## src/phosphor_decay_bloom_render_macros.svh

```systemverilog
// ----------------------------------------------------------------------------
// Assertion macros for the phosphor screen renderer
// Same-cycle-implication and next-cycle-implication checks; empty in synthesis.
// ----------------------------------------------------------------------------
`ifndef PHOSPHOR_DECAY_BLOOM_RENDER_MACROS_SVH
`define PHOSPHOR_DECAY_BLOOM_RENDER_MACROS_SVH

`ifndef SYNTHESIS
// consequent holds in the same cycle as the antecedent
`define PDB_ASSERT_NOW(label, clk, rst, ante, cons) \
   label: assert property (@(posedge clk) disable iff (rst) (ante) |-> (cons)) \
      else $error("pdb check failed");
// consequent holds in the cycle after the antecedent
`define PDB_ASSERT_NEXT(label, clk, rst, ante, cons) \
   label: assert property (@(posedge clk) disable iff (rst) (ante) |=> (cons)) \
      else $error("pdb check failed");
`else
`define PDB_ASSERT_NOW(label, clk, rst, ante, cons)
`define PDB_ASSERT_NEXT(label, clk, rst, ante, cons)
`endif

`endif

```

## src/pdb_ram.sv

```systemverilog
// ----------------------------------------------------------------------------
// pdb_ram
// Generic one-write one-read RAM with registered read data.
// ----------------------------------------------------------------------------
`default_nettype none

module pdb_ram #(
   parameter int WIDTH = 8,
   parameter int DEPTH = 16
) (
   input  wire logic                                    clock,
   input  wire logic                                    wr_en,
   input  wire logic [(DEPTH > 1 ? $clog2(DEPTH) : 1)-1:0] wr_addr,
   input  wire logic [WIDTH-1:0]                        wr_data,
   input  wire logic [(DEPTH > 1 ? $clog2(DEPTH) : 1)-1:0] rd_addr,
   output logic      [WIDTH-1:0]                        rd_data
);

   logic [WIDTH-1:0] mem_ff [DEPTH];
   logic [WIDTH-1:0] rd_data_ff;

   // write port
   always_ff @(posedge clock) begin
      if (wr_en) begin
         mem_ff[wr_addr] <= wr_data;
      end
   end

   // registered read port
   always_ff @(posedge clock) begin
      rd_data_ff <= mem_ff[rd_addr];
   end

   assign rd_data = rd_data_ff;

endmodule

`default_nettype wire

```

## config.mk

```make
export PLATFORM = sky130hd
export DESIGN_NAME = pdb_ram
export DESIGN_NICKNAME = d
export VERILOG_FILES = /design/src/phosphor_decay_bloom_render_macros.svh /design/src/pdb_ram.sv
export SDC_FILE = /design/constraint.sdc
export NUM_CORES = 1
export LEC_CHECK = 0
export ABC_AREA = 1
export BUFFER_PORTS_ARGS = -buffer_cell sky130_fd_sc_hd__buf_2
export CAP_MARGIN = 20
export CELL_PAD_IN_SITES_DETAIL_PLACEMENT = 0
export CELL_PAD_IN_SITES_GLOBAL_PLACEMENT = 1
export CORE_MARGIN = 2
export CORE_UTILIZATION = 49
export DETAILED_ROUTE_END_ITERATION = 10
export PLACE_DENSITY = 0.81
export SLEW_MARGIN = 20
export SYNTH_ARGS = -nofsm -noshare
export SYNTH_HDL_FRONTEND = slang
export SYNTH_SLANG_ARGS = --single-unit
export TNS_END_PERCENT = 20
```

## constraint.sdc

```tcl
create_clock -name clock -period 1.3 [get_ports clock]
set_input_delay 0.26 -clock clock [delete_from_list [all_inputs] [get_ports clock]]
set_output_delay 0.26 -clock clock [all_outputs]
set_load 0.02 [all_outputs]
```

# [After elaboration in Yosys (flattened, before gate mapping)]
# Memories as Yosys holds them, arrays and structs flattened. A register that Yosys moved wholly into a read port is not among the register bits.
# Cells that the tools add are included.
# W data, S select, Z words.
[op_classes] mux=2
[ops] operator="$mux W1" n=2
[totals] output_inout_bits=8 ram_bits=128 regBits=0 input_bits=18 memories=1 elab_cells=3
[mem_list] memory="mem_ff" words=16 width=8 rd=1 rd_clocked_by_memory_dff=1 wr=1 line_no="pdb_ram.sv:19" text="logic [WIDTH-1:0] mem_ff [DEPTH];"

# [Logic depth before layout (Yosys ltp)]
[depth] word_depth=2 ltp_mapped=8 ltp_nobuf=7

# [Worst setup path after synthesis]
# OpenSTA, ideal clock, no wires.
[synth_path] kind="in2reg" startpoint="input wr_addr[3] in the netlist's numbering" endpoint="memory mem_ff[4][0] (enable)" arrival_ps=841 stages=2 setup_time_ps=370 path_slack_ps=89 required_time_ps=930 n_path_buf=0 path_cell_list="nand3b_1 > nor2_1"
[synth_lines] element="from (decl)" line_no="pdb_ram.sv:13" text="input wire logic [(DEPTH > 1 ? $clog2(DEPTH) : 1)-1:0] wr_addr,"
[synth_lines] element="to (decl)" line_no="pdb_ram.sv:19"
# Straight into the memory's write port.

# [Worst setup path after layout]
[layout_path] startpoint="register rd_data_ff[3] (netlist: rd_data[3]), read port of mem_ff" endpoint="output rd_data[3]"
[layout_lines] element="from (decl)" line_no="pdb_ram.sv:20" text="logic [WIDTH-1:0] rd_data_ff;"
[layout_lines] element="to (decl)" line_no="pdb_ram.sv:16" text="output logic [WIDTH-1:0] rd_data"
# No word-level cell between the ends.

==> metrics.yaml <==
drt:
  vias: 3884
  postRouteAntennaNets: 0
  drtIter0Drc: 341
  drc: 0
  viasPerCell: 5.15
  dr.pass1.iters: 5
  routedWlPerCell_um: 17.5
  routed_wl_um: 13200
logic_synthesis:
  synth_edf_count: 128
  yosysWarnings: 0
  syn_area_per_cell_um2: 10.5
  syn-num-nets: 569
  synthTopCellsByArea: "edfxtp_1, nand2_1, nand3_1"
  yosysMostFrequentCell: "nand2_1"
  synth_top_cell_by_area: "edfxtp_1"
  async_flop_share: 0
  seq_area_frac_synth: 0.694
  synth-main-ff-cell: "edfxtp_1"
  synth_top_area_share: 0.667
  ys_top_cells_by_count: "nand2_1, edfxtp_1, inv_1"
  synth.cell_area_um2: 5770
  ys_ff_latch: 136
  netlist_instances: 551
  ys_types: 12
floorplan:
  die_w_um: 112
  die_h_um: 112
  ios: 26
  core-area_um2: 11500
  initial_core_util: 0.503
  row_count: 39
  die_area_um2: 12700
final_layout:
  area_delta_synth_final_pct: 18.1
  num-nets-final: 616
  n_antenna_cell: 0
  final_cell_area_um2: 6810
  multiInputGateArea_um2: 1210
  drive_above_1_share: 0.139
  seqCellArea_um2: 4000
  fin_cells: 754
  utilization: 0.594
  nFillCells: 944
setup_path:
  r2r_setup_slack_ps: 270
  cp.arrival_ps: 980
  crit_end: "rd_data[3]"
  r2r_start: "mem_ff[13][3]$_DFFE_PP_"
  reg2reg_to: "rd_data[3]$_DFF_P_"
  critPathCaptureType: "output port"
  path_max_fanout: 1
  critPathKind: "reg -> out"
  required_ps: 1040
  cp_slowest_stage_delay_ps: 370
  cp_slowest_cell: "dfxtp_1"
  cp_num_cells: 1
  worst-path-buf-inv: 1
  cp_top_family: "flip-flops"
  crit_path_start_kind: "flop"
  path_cells: "buf_2"
  crit_start: "rd_data[3]$_DFF_P_"
  ff2ff_path_depth: 6
grt:
  gr-usage-all-layers: 0.224
  grt.overflow.total: 0
  antenna_found_initial: 0
  grt_pass1_vias: 3821
  grt_pass1_wl_um: 20800
  grt_max_degree: 64
cts:
  cts-htree-levels: 4
  post_cts_buffers: 0
  clk_path_buf_depth: 2
  cts_tree: "yes"
  cts_root_buf: "clkbuf_16"
  cts-hold-fix-buffers: 0
  cts_buffers: 17
  clock_sink_count: 136
  insertion_delay_ps: 420
  clk_pin_slew_ps: 60
  cts_resized: 0
place:
  place_congestion: 0.793
  portBuffers: 25
  dp.cells: 722
  place_area_um2: 6180
  post-dp-hpwl_um: 7930
  dp_slack_ps: -27.3
timing:
  relSlewSlack: 0.732
  finalCriticalPeriod_ps: 1240
  drv_slew: 0
  setup_viol: 0
  finalHoldViolations: 0
  fin_ws_ps: 63.4
  fin_setup_tns_ps: 0
  worstMarginPinSlew_ps: 403
  fmax_mhz: 809
  fin_skew_ps: 6.81
  period_share: 0.951
  rsz0062_at_grt: "no"
run:
  maxCapViolations: 0
power:
  power.density_nw_per_um2: 1570
  total_leakage_power_nw: 2.99
  ir_worst_vdd_v: 0.000764
hold_path:
  hold_class: "in -> reg"
  worstHoldStart: "rd_addr[3]"
run_status:
  status: "complete, no violations"
==> metrics by stage <==
step	hold slack [ps]	power, mW
finish	159	10.7
global route	160	11.0
CTS	154	10.7
detailed placement	581	5.69
global placement	573	5.68
floorplan	359	5.40
==> worst min-delay path by stage <==
stage                        endpoint  slack, ps  depth (start not counted)
2_1_floorplan  mem_ff[0][0]$_DFFE_PP_        360                          0
3_3_place_gp       rd_data[7]$_DFF_P_        570                          3
3_5_place_dp       rd_data[7]$_DFF_P_        580                          3
4_1_cts            rd_data[7]$_DFF_P_        150                          3
5_1_grt            rd_data[7]$_DFF_P_        160                          3
6_report           rd_data[7]$_DFF_P_        160                          3
==> state kept, by name (all words and copies together), names as in the netlist <==
signal,count
mem_ff,128
rd_data,8
==> logic make-up after synthesis <==
logic type,count (synthesis),share of synthesized area
buffers and inverters,126,0.0952
AND/OR/NAND/NOR,289,0.210
flip-flops,136,0.694
==> layout by cell type, fill, tap and decap left out <==
cell        count
clkinvlp_4      2
buf_12          6
nand2_1       173
clkbuf_1        1
clkinv_2        4
bufinv_16       4
buf_2          25
inv_2           2
edfxtp_1      128
nand3b_1        2
dfxtp_1         8
nand3_1        97
inv_6           1
buf_4          21
nor2_1         17
clkbuf_16      17
inv_1         100
clkinv_4        1
clkbuf_8        2
==> layout make-up <==
cell class              count  share of cell area
clock buffers              20              0.0670
multi-input cells         289               0.178
flip-flops and latches    136               0.588
well taps                 143              0.0263
clock inverters            12              0.0253
inverters                 102              0.0562
repair buffers             52              0.0591
==> routing by layer <==
| metal | up-vias | share of wire | GRT usage |
|---|---|---|---|
| met4 | 0 | 0.028 | 0.105 |
| li1 | 1866 | - | - |
| met3 | 27 | 0.068 | 0.0437 |
| met2 | 142 | 0.49 | 0.360 |
| met5 | - | 0 | 0 |
| met1 | 1849 | 0.41 | 0.297 |
==> where the power goes <==
group | internal (mW) | total (mW) | switching (mW)
registers | 4.90 | 4.93 | 0.0309
logic | 0.208 | 0.669 | 0.461
clock network | 3.30 | 5.06 | 1.76
total | 8.41 | 10.7 | 2.25
==> worst reg2reg max path: stages, from the launching register on <==
cell      delay [ps]
edfxtp_1         360
inv_1             60
nand2_1           40
nand3_1           90
nand3_1          120
nand3_1          190
nand2_1           60
Power figures use the tool's default switching activity.
